`src/sv/gfsc_pkg.sv`:
```
package gfsc_pkg;

  // Framing constants
  localparam logic [7:0]  SyncFirst  = 8'h24;
  localparam logic [7:0]  SyncSecond = 8'h40;
  localparam logic [15:0] CrcPoly    = 16'h1021;
  localparam logic [15:0] HeaderLen  = 16'd8;

  localparam int MaxFrameDef = 1024;
  localparam int OutDepth    = 3;

  // Hunt phase codes
  localparam logic [1:0] PhaseSync1 = 2'd0;
  localparam logic [1:0] PhaseSync2 = 2'd1;
  localparam logic [1:0] PhaseBody  = 2'd2;

  // Header byte positions, sync bytes counted
  localparam int PosCrcLo = 2;
  localparam int PosCrcHi = 3;
  localparam int PosIdLo  = 4;
  localparam int PosIdHi  = 5;
  localparam int PosLenLo = 6;
  localparam int PosLenHi = 7;

  // Frame status codes
  localparam logic [1:0] StatusGood   = 2'd0;
  localparam logic [1:0] StatusCrcBad = 2'd1;
  localparam logic [1:0] StatusBadLen = 2'd2;

  typedef struct packed {
    logic       valid;
    logic [7:0] data;
  } in_word_t;

  typedef struct packed {
    logic [1:0]  frame_status;
    logic [12:0] block_number;
    logic [2:0]  block_revision;
    logic [15:0] frame_bytes;
  } res_t;

  // CRC-16, MSB first, one byte
  function automatic logic [15:0] crc_byte(input logic [15:0] crc, input logic [7:0] b);
    logic [15:0] c;
    c = crc ^ {b, 8'h00};
    for (int k = 0; k < 8; k++) begin
      if (c[15]) begin
        c = {c[14:0], 1'b0} ^ CrcPoly;
      end else begin
        c = {c[14:0], 1'b0};
      end
    end
    return c;
  endfunction

endpackage

```
`src/sv/gfsc_in_reg.sv`:
```
module gfsc_in_reg
  import gfsc_pkg::*;
(
  input  logic     clk_i,
  input  logic     rst_ni,
  input  logic     in_valid_i,
  input  logic     in_stall_i,
  input  logic [7:0] data_byte_i,
  output in_word_t word_o
);

  logic       valid_q;
  logic       valid_d;
  logic [7:0] data_q;

  assign valid_d = in_valid_i & ~in_stall_i;

  always_ff @(posedge clk_i or negedge rst_ni) begin
    if (!rst_ni) begin
      valid_q <= 1'b0;
    end else begin
      valid_q <= valid_d;
    end
  end

  always_ff @(posedge clk_i) begin
    if (valid_d) begin
      data_q <= data_byte_i;
    end
  end

  assign word_o.valid = valid_q;
  assign word_o.data  = data_q;

endmodule

```
`src/sv/gfsc_parser.sv`:
```
module gfsc_parser
  import gfsc_pkg::*;
#(
  parameter int MaxFrame = MaxFrameDef
)(
  input  logic     clk_i,
  input  logic     rst_ni,
  input  in_word_t word_i,
  output logic     res_valid_o,
  output res_t     res_o
);

  localparam int PosW = $clog2(MaxFrame + 1);

  logic [1:0]      phase_q, phase_d;
  logic [PosW-1:0] pos_q, pos_d;
  logic [15:0]     len_q, len_d;
  logic [15:0]     exp_crc_q, exp_crc_d;
  logic [15:0]     crc_q, crc_d;
  logic [15:0]     ident_q, ident_d;

  logic [PosW:0]   pos_inc;
  logic            len_bad;
  logic            emit;
  logic [1:0]      status;
  logic [7:0]      b;

  assign b       = word_i.data;
  assign pos_inc = {1'b0, pos_q} + (PosW + 1)'(1);
  assign len_bad = (len_d < HeaderLen) || (len_d > 16'(MaxFrame)) || (len_d[1:0] != 2'b00);

  always_comb begin
    phase_d   = phase_q;
    pos_d     = pos_q;
    len_d     = len_q;
    exp_crc_d = exp_crc_q;
    crc_d     = crc_q;
    ident_d   = ident_q;
    emit      = 1'b0;
    status    = StatusGood;

    if (word_i.valid) begin
      case (phase_q)
        PhaseSync1: begin
          if (b == SyncFirst) begin
            phase_d = PhaseSync2;
            pos_d   = PosW'(1);
          end
        end
        PhaseSync2: begin
          if (b == SyncSecond) begin
            phase_d = PhaseBody;
            pos_d   = PosW'(2);
            crc_d   = '0;
            len_d   = '0;
          end else if (b == SyncFirst) begin
            pos_d = PosW'(1);
          end else begin
            phase_d = PhaseSync1;
            pos_d   = '0;
          end
        end
        PhaseBody: begin
          case (pos_q)
            PosW'(PosCrcLo): exp_crc_d = {8'h00, b};
            PosW'(PosCrcHi): exp_crc_d = {b, exp_crc_q[7:0]};
            PosW'(PosIdLo):  ident_d   = {8'h00, b};
            PosW'(PosIdHi):  ident_d   = {b, ident_q[7:0]};
            PosW'(PosLenLo): len_d     = {8'h00, b};
            PosW'(PosLenHi): len_d     = {b, len_q[7:0]};
            default: ;
          endcase
          if (pos_q >= PosW'(PosIdLo)) begin
            crc_d = crc_byte(crc_q, b);
          end
          pos_d = pos_inc[PosW-1:0];

          if (pos_inc == (PosW + 1)'(HeaderLen)) begin
            if (len_bad) begin
              emit   = 1'b1;
              status = StatusBadLen;
            end else if (len_d == HeaderLen) begin
              emit   = 1'b1;
              status = (crc_d == exp_crc_d) ? StatusGood : StatusCrcBad;
            end
          end else if ((pos_inc > (PosW + 1)'(HeaderLen)) &&
                       ((16'(pos_inc) == len_d) || (pos_inc > (PosW + 1)'(MaxFrame)))) begin
            emit   = 1'b1;
            status = (crc_d == exp_crc_d) ? StatusGood : StatusCrcBad;
          end

          if (emit) begin
            phase_d = PhaseSync1;
            pos_d   = '0;
          end
        end
        default: begin
          phase_d = PhaseSync1;
          pos_d   = '0;
        end
      endcase
    end
  end

  always_ff @(posedge clk_i or negedge rst_ni) begin
    if (!rst_ni) begin
      phase_q   <= PhaseSync1;
      pos_q     <= '0;
      len_q     <= '0;
      exp_crc_q <= '0;
      crc_q     <= '0;
      ident_q   <= '0;
    end else begin
      phase_q   <= phase_d;
      pos_q     <= pos_d;
      len_q     <= len_d;
      exp_crc_q <= exp_crc_d;
      crc_q     <= crc_d;
      ident_q   <= ident_d;
    end
  end

  assign res_valid_o          = emit;
  assign res_o.frame_status   = status;
  assign res_o.block_number   = ident_d[12:0];
  assign res_o.block_revision = ident_d[15:13];
  assign res_o.frame_bytes    = len_d;

endmodule

```
`src/sv/gfsc_out_fifo.sv`:
```
module gfsc_out_fifo
  import gfsc_pkg::*;
(
  input  logic clk_i,
  input  logic rst_ni,
  input  logic push_i,
  input  res_t push_data_i,
  input  logic pending_i,
  output logic in_stall_o,
  output logic out_valid_o,
  input  logic out_stall_i,
  output res_t out_data_o
);

  localparam int CntW = $clog2(OutDepth + 1);
  localparam int PtrW = $clog2(OutDepth);

  res_t            mem_q [OutDepth];
  logic [CntW-1:0] cnt_q, cnt_d;
  logic [PtrW-1:0] wr_q, rd_q;
  logic            pop;

  function automatic logic [PtrW-1:0] ptr_next(input logic [PtrW-1:0] p);
    return (p == PtrW'(OutDepth - 1)) ? '0 : p + PtrW'(1);
  endfunction

  assign pop         = (cnt_q != '0) && !out_stall_i;
  assign out_valid_o = (cnt_q != '0);
  assign out_data_o  = mem_q[rd_q];

  // Room for the word in the input register and one more
  assign in_stall_o = ({1'b0, cnt_q} + (CntW + 1)'(pending_i)) >= (CntW + 1)'(OutDepth);

  always_comb begin
    cnt_d = cnt_q;
    if (push_i && !pop) begin
      cnt_d = cnt_q + CntW'(1);
    end else if (!push_i && pop) begin
      cnt_d = cnt_q - CntW'(1);
    end
  end

  always_ff @(posedge clk_i or negedge rst_ni) begin
    if (!rst_ni) begin
      cnt_q <= '0;
      wr_q  <= '0;
      rd_q  <= '0;
    end else begin
      cnt_q <= cnt_d;
      if (push_i) begin
        wr_q <= ptr_next(wr_q);
      end
      if (pop) begin
        rd_q <= ptr_next(rd_q);
      end
    end
  end

  always_ff @(posedge clk_i) begin
    if (push_i) begin
      mem_q[wr_q] <= push_data_i;
    end
  end

endmodule

```
`src/sv/gnss_block_frame_sync_crc16_unit.sv`:
```
// Channel | Handshake               | Fields
// input   | in_valid_i / in_stall_o   | data_byte_i
// output  | out_valid_o / out_stall_i | frame_status_o, block_number_o, block_revision_o,
//         |                           | frame_bytes_o
//
// One byte per cycle while in_stall_o is low. A byte is registered, then sync/header/CRC logic runs on it
// in the next cycle; a result is written into a three-word output queue at the edge
// after acceptance and is offered from that edge on.
// Reset clears the hunt state, the queue and the valid flag of the input register.
// in_stall_o rises when the queued words and the word in the input register leave
// no room for one more.
module gnss_block_frame_sync_crc16_unit
  import gfsc_pkg::*;
#(
  parameter int MaxFrame = MaxFrameDef
)(
  input  logic        clk_i,
  input  logic        rst_ni,
  input  logic        in_valid_i,
  output logic        in_stall_o,
  input  logic [7:0]  data_byte_i,
  output logic        out_valid_o,
  input  logic        out_stall_i,
  output logic [1:0]  frame_status_o,
  output logic [12:0] block_number_o,
  output logic [2:0]  block_revision_o,
  output logic [15:0] frame_bytes_o
);

  in_word_t in_word;
  logic     res_valid;
  res_t     res;
  res_t     out_data;

  gfsc_in_reg u_in_reg (
    .clk_i       (clk_i),
    .rst_ni      (rst_ni),
    .in_valid_i  (in_valid_i),
    .in_stall_i  (in_stall_o),
    .data_byte_i (data_byte_i),
    .word_o      (in_word)
  );

  gfsc_parser #(
    .MaxFrame (MaxFrame)
  ) u_parser (
    .clk_i       (clk_i),
    .rst_ni      (rst_ni),
    .word_i      (in_word),
    .res_valid_o (res_valid),
    .res_o       (res)
  );

  gfsc_out_fifo u_out_fifo (
    .clk_i       (clk_i),
    .rst_ni      (rst_ni),
    .push_i      (res_valid),
    .push_data_i (res),
    .pending_i   (in_word.valid),
    .in_stall_o  (in_stall_o),
    .out_valid_o (out_valid_o),
    .out_stall_i (out_stall_i),
    .out_data_o  (out_data)
  );

  assign frame_status_o   = out_data.frame_status;
  assign block_number_o   = out_data.block_number;
  assign block_revision_o = out_data.block_revision;
  assign frame_bytes_o    = out_data.frame_bytes;

endmodule

```
`config.mk`:
```
export PLATFORM = sky130hd
export DESIGN_NAME = gnss_block_frame_sync_crc16_unit
export DESIGN_NICKNAME = d
export VERILOG_FILES = /design/src/sv/gfsc_pkg.sv /design/src/sv/gfsc_in_reg.sv /design/src/sv/gfsc_parser.sv /design/src/sv/gfsc_out_fifo.sv /design/src/sv/gnss_block_frame_sync_crc16_unit.sv
export SDC_FILE = /design/constraint.sdc
export NUM_CORES = 1
export LEC_CHECK = 0
export BUFFER_PORTS_ARGS = -buffer_cell sky130_fd_sc_hd__clkbuf_2
export CAP_MARGIN = 25
export CORE_ASPECT_RATIO = 1.1
export CORE_UTILIZATION = 55
export DETAILED_ROUTE_END_ITERATION = 16
export PLACE_DENSITY = 0.73
export SLEW_MARGIN = 5
export SYNTH_ARGS = -nofsm -noshare
export SYNTH_HDL_FRONTEND = slang
export SYNTH_SLANG_ARGS = --single-unit
```
`constraint.sdc`:
```
create_clock -name clk_i -period 18.4 [get_ports clk_i]
set_input_delay 3.68 -clock clk_i [delete_from_list [all_inputs] [get_ports clk_i]]
set_output_delay 3.68 -clock clk_i [all_outputs]
set_load 0.05 [all_outputs]
```
# Word level (Yosys, flattened, before mapping)
# Memories as Yosys holds them, arrays and structs flattened.
# Cells that the tools add are included.
# totals
mem_count,1
input_bits,12
register_bits,92
mem_bits_rw,102
output_inout_bits,36
word_cells,151
# classes
n_reduce_logical,19
eq_ne,20
order_cmp,6
n_bitwise,11
add_sub_neg,6
mux,77
# mem_list
memory,depth,word_bits,read_ports,rd_clocked_by_memory_dff,write_ports,line_no,source
u_out_fifo.mem_q,3,34,1,0,1,gfsc_out_fifo.sv:18,res_t mem_q [OutDepth];
# op_table
cell,count
16-bit 2-to-1 mux,33
16-bit one-hot mux with 2 select lines,5
13-bit 2-to-1 mux,8
"11-bit by 3-bit == test with 1-bit output, second input constant",4
11-bit 2-to-1 mux,3
11-bit one-hot mux with 3 select lines,1
2-bit 2-to-1 mux,14
3-bit NOT,8
"11-bit by 2-bit == test with 1-bit output, second input constant",2
12-bit by 16-bit == test with 1-bit output,1
16-bit == test,1
"16-bit by 4-bit == test with 1-bit output, second input constant",1
"16-bit by 11-bit > comparator with 1-bit output, second input constant",1
"16-bit by 4-bit < comparator with 1-bit output, second input constant",1
16-bit XOR,1
"11-bit by 1-bit adder with 12-bit output, second input constant",1
"12-bit by 4-bit == test with 1-bit output, second input constant",1
"12-bit by 11-bit > comparator with 1-bit output, second input constant",1
"12-bit by 4-bit > comparator with 1-bit output, second input constant",1
1-bit 2-to-1 mux,12
"11-bit by 3-bit greater-or-equal comparator with 1-bit output, second input constant",1
"8-bit by 6-bit == test with 1-bit output, second input constant",1
"8-bit by 7-bit == test with 1-bit output, second input constant",1
2-bit nonzero test,4
18 further kinds,32

# Longest topological paths before layout
# logic_depth
ltp_word,48
mapped_depth,17
mapped_depth_nobuf,15

# By module
# Synthesis repeated with hierarchy kept, for this count alone.
# unflattened
cells_unflattened,797
area_unflattened_um2,9397.8
# by_module_without_submodules
module,cells_each,n_inst,area_per_inst_um2,seq_area_each_um2
gfsc_parser,542,1,4994.8,1926.8
gfsc_out_fifo,244,1,4116.4,3213.1
gfsc_in_reg,11,1,286.5,265.3

# Least setup slack after synthesis
# No wires, ideal clock.
# synth_path
path_type,register to output
startpoint,reg u_out_fifo.rd_q[0]
endpoint,out block_number_o[0]
path_buffers,2
path_stages_with_launch,5
t_arrival_ps,2365
slack_ps,12355
path_cell_list,dfrtp_1 clkbuf_1 buf_1 mux2i_1 o21ai_0
# synth_via
elab_chain_len,1
# synth_rtl
element,line_no,source
from (decl),gfsc_out_fifo.sv:20,"logic [PtrW-1:0] wr_q, rd_q;"
from (signal assigned),gfsc_out_fifo.sv:54,rd_q <= ptr_next(rd_q);
memory 3 x 34 bit,-,
to (decl),gnss_block_frame_sync_crc16_unit.sv:25,"output logic [12:0] block_number_o,"
# Every way passes these cells.

# Worst setup path in the final report
# layout_path
startpoint,reg u_out_fifo.rd_q[0]
endpoint,out block_number_o[1]
# Same word-level chain as after synthesis.

==> metrics.md <==
| Metric | Value |
|---|---|
| Commonest register cell after synthesis | `edfxtp_1` |
| Largest net degree at the start of global routing | `84` |
| DR WL/cell | `20.8 µm` |
| ANT nets after route | `0` |
| Pwr/cell area | `88.8 mW/mm²` |
| Num Clock Sinks | `194` |
| Setup CP Type | `reg2out` |
| Fin Clk Skew | `0.0109 ns` |
| Critical Path Source Type | `register` |
| Postcts setup bufs | `0` |
| Syn Area/Cell | `11.9 µm²` |
| Final WS setup | `12.64 ns` |
| Final period util | `0.313` |
| Unrepaired setup endpoints after global routing | `no` |
| Vias in the first global route | `6364` |
| Status | `completed` |
| Max Slew Vio Count | `0` |
| Max Fclk | `174 MHz` |
| Die W | `127 µm` |
| Layout net count | `842` |
| Number of I/O pins | `48` |
| Total core area | `0.0166 mm²` |
| Leak | `4.10 nW` |
| Die Footprint | `0.0176 mm²` |
| Max stage delay on crit path | `0.51 ns` |
| DR pass1 iterations | `5` |
| PortBufs | `47` |
| Post-CTS sizing | `0` |
| Initial Util | `0.568` |
| Proportion of synthesized chip area in sequential cells | `0.574` |
| DRC Markers | `0` |
| Grt ovf | `0` |
| Fillers | `1274` |
| CP cell instances | `buf_4, mux2i_1, o21ai_0, clkbuf_2` |
| Die Y | `139 µm` |
| Netlist cell types | `67` |
| CP Buf/Inv Count | `2` |
| Peak supply drop | `0.0643 mV` |
| Dpl cell area | `0.00979 mm²` |
| Final setup fails | `0` |
| # rows | `49` |
| Element type at the critical path end | `output port` |
| Flops & latches, synth | `194` |
| Number of buffers created by CTS | `17` |
| Root Driver | `clkbuf_16` |
| Total Neg Setup Slack | `0 ns` |
| CP top delay family | `buffers and inverters` |
| FF-to-FF setup slack | `13.38 ns` |
| Vias | `6620` |
| Critical path required time | `14.72 ns` |
| Worst-Margin Slew | `0.987 ns` |
| Clock Latency Late Sink | `0.45 ns` |
| Final Wtd Congestion | `0.938` |
| H-tree levels | `4` |
| Area Overhead vs Synth | `11.1%` |
| Post-route cell area | `0.0105 mm²` |
| Yosys top cell area share | `0.351` |
| CP max-delay cell | `buf_4` |
| First DRT Iteration DRCs | `667` |
| Min-delay worst type | `reg2reg` |
| Main area contributors after synthesis | `edfxtp_1 (35%), dfrtp_1 (22%), a22o_1 (5.8%)` |
| Rel. slew slack | `0.342` |
| CTS clk-pin slew, worst paths | `0.08 ns` |
| Fraction of layout cells with a size suffix above 1 | `0.143` |
| Post-synth EDFFs | `110` |
| Hold Fails Final Rpt | `0` |
| CTS tree | `built` |
| Clock Tree Buf Depth | `2` |
| Final min period | `5.76 ns` |
| Ant. Diodes | `0` |
| Place WS | `13.10 ns` |
| WP data arrival | `2.08 ns` |
| Hpwl dp | `13.7 mm` |
| Antenna violations before repair | `0` |
| Max cap viols | `0` |
| Crit path max fanout | `36` |
| Netlist Area Pre-Place | `0.00941 mm²` |
| Vias/cell | `6.40` |
| Area leader, netlist | `edfxtp_1` |
| CTS Hold Buffers Added | `0` |
| Synth warn | `0` |
| GRT Util Overall | `0.257` |
| Cell count after synthesis | `792` |
| First-pass GRT wire length | `34.6 mm` |
| Total power | `0.928 mW` |
| Asr flop ratio synth | `0.433` |
| Routed wire length | `21.5 mm` |
| Syn Nets | `816` |
[worst register-to-register path, cell delays in order, from the launching register on]
cell	delay, ns
dfrtp_1	0.69
ha_1	0.91
nand2_1	0.41
nor3_4	0.31
mux2i_1	0.17
or4_1	0.50
a21oi_1	0.15
o221ai_1	0.24
a21oi_4	0.39
o21ai_2	0.20
nor3b_2	0.21
buf_4	0.46
[logic make-up (layout without fill, tap and decap cells)]
group	Yosys count	in the layout	share of synthesized area
AO/OA/AOI/OAI	198	198	0.155
XOR/XNOR	64	64	0.0596
adder cells (fa/ha/maj)	12	12	0.0160
buffers and inverters	72	111	0.0306
flip-flops	194	194	0.574
multiplexers	44	44	0.0473
AND/OR/NAND/NOR	208	208	0.117
[cells in the final DEF (no fill, tap or decap), types with 3 or more instances in the layout]
cell type	n
a32oi_1	9
nor2_1	32
o21ai_0	62
clkbuf_16	17
nand2_1	76
mux2_2	4
o41ai_1	5
a22o_1	62
a22oi_1	17
a21o_1	4
xnor2_1	43
buf_4	11
or4_1	3
and3_1	7
nor2b_1	4
a21oi_1	6
clkinv_8	5
nor4_4	3
nor3_1	13
or2_2	3
nor4_1	13
a31oi_1	4
nand3_1	11
o21ai_1	3
nand2b_1	7
and2_1	3
edfxtp_1	110
clkbuf_2	46
dfrtp_1	82
nand3b_1	4
nand4_1	6
inv_1	21
ha_1	12
inv_12	4
inv_6	4
xor2_1	21
mux2i_1	40
or3_1	6
[sequential cells by signal (all words and copies together) (netlist names)]
signal	flops
u_in_reg.data_q	8
u_in_reg.valid_q	1
u_out_fifo.cnt_q	2
u_out_fifo.mem_q	102
u_out_fifo.rd_q	2
u_out_fifo.wr_q	2
u_parser.crc_q	16
u_parser.exp_crc_q	16
u_parser.ident_q	16
u_parser.len_q	16
u_parser.phase_q	2
u_parser.pos_q	11
[synth_stat cells (6+ instances only)]
cell      instances
edfxtp_1        110
dfrtp_1          84
nand2_1          76
a22o_1           62
o21ai_0          62
clkbuf_1         43
xnor2_1          43
mux2i_1          40
nor2_1           32
inv_1            21
xor2_1           21
a22oi_1          17
nor3_1           15
nor4_1           13
ha_1             12
nand3_1          11
a32oi_1           9
and3_1            7
nand2b_1          7
a21oi_1           6
nand4_1           6
or3_1             6
[final timing paths]
path	from	end	cells after the start
worst max-delay path	u_out_fifo.rd_q[0]	block_number_o[1]	4
worst min-delay path	u_parser.exp_crc_q[6]	u_parser.exp_crc_q[6]	1
worst max register to register	u_parser.pos_q[0]	u_out_fifo.mem_q[2][20]	11
worst min register to register	u_parser.exp_crc_q[6]	u_parser.exp_crc_q[6]	1
max in group asynchronous	rst_ni	u_parser.ident_q[12]	3
min in group asynchronous	rst_ni	u_in_reg.valid_q	1
[metal layers]
| layer | up-vias | wire (µm) | GRT usage |
|---|---|---|---|
| met5 | - | 0 | 0 |
| met4 | 0 | 455 | 0.0990 |
| met3 | 41 | 1180 | 0.0502 |
| met2 | 250 | 10500 | 0.414 |
| met1 | 3307 | 9370 | 0.347 |
| li1 | 3022 | - | - |
[final cells by class]
cell class              instances  area (µm²)  share of cell area
multi-input cells             526        3730               0.357
clock buffers                  17         425              0.0407
flip-flops and latches        194        5410               0.517
clock inverters                15         213              0.0203
repair buffers                 58         340              0.0326
inverters                      21        78.8             0.00754
well taps                     204         255              0.0244
[power by group]
group          leakage (nW)  switching (mW)  internal (mW)
registers              2.31          0.0138          0.460
logic                  1.49          0.0421         0.0222
clock network         0.307           0.199          0.191
[per-stage QoR]
step                utilization  cells  hold slack (ns)
floorplan                     -    792            0.451
global placement          0.591   1002            0.470
detailed placement        0.591   1002            0.486
CTS                       0.630   1034            0.507
global route              0.632   1035            0.520
finish                    0.632   1035            0.506
(Power assumes the default switching activity.)
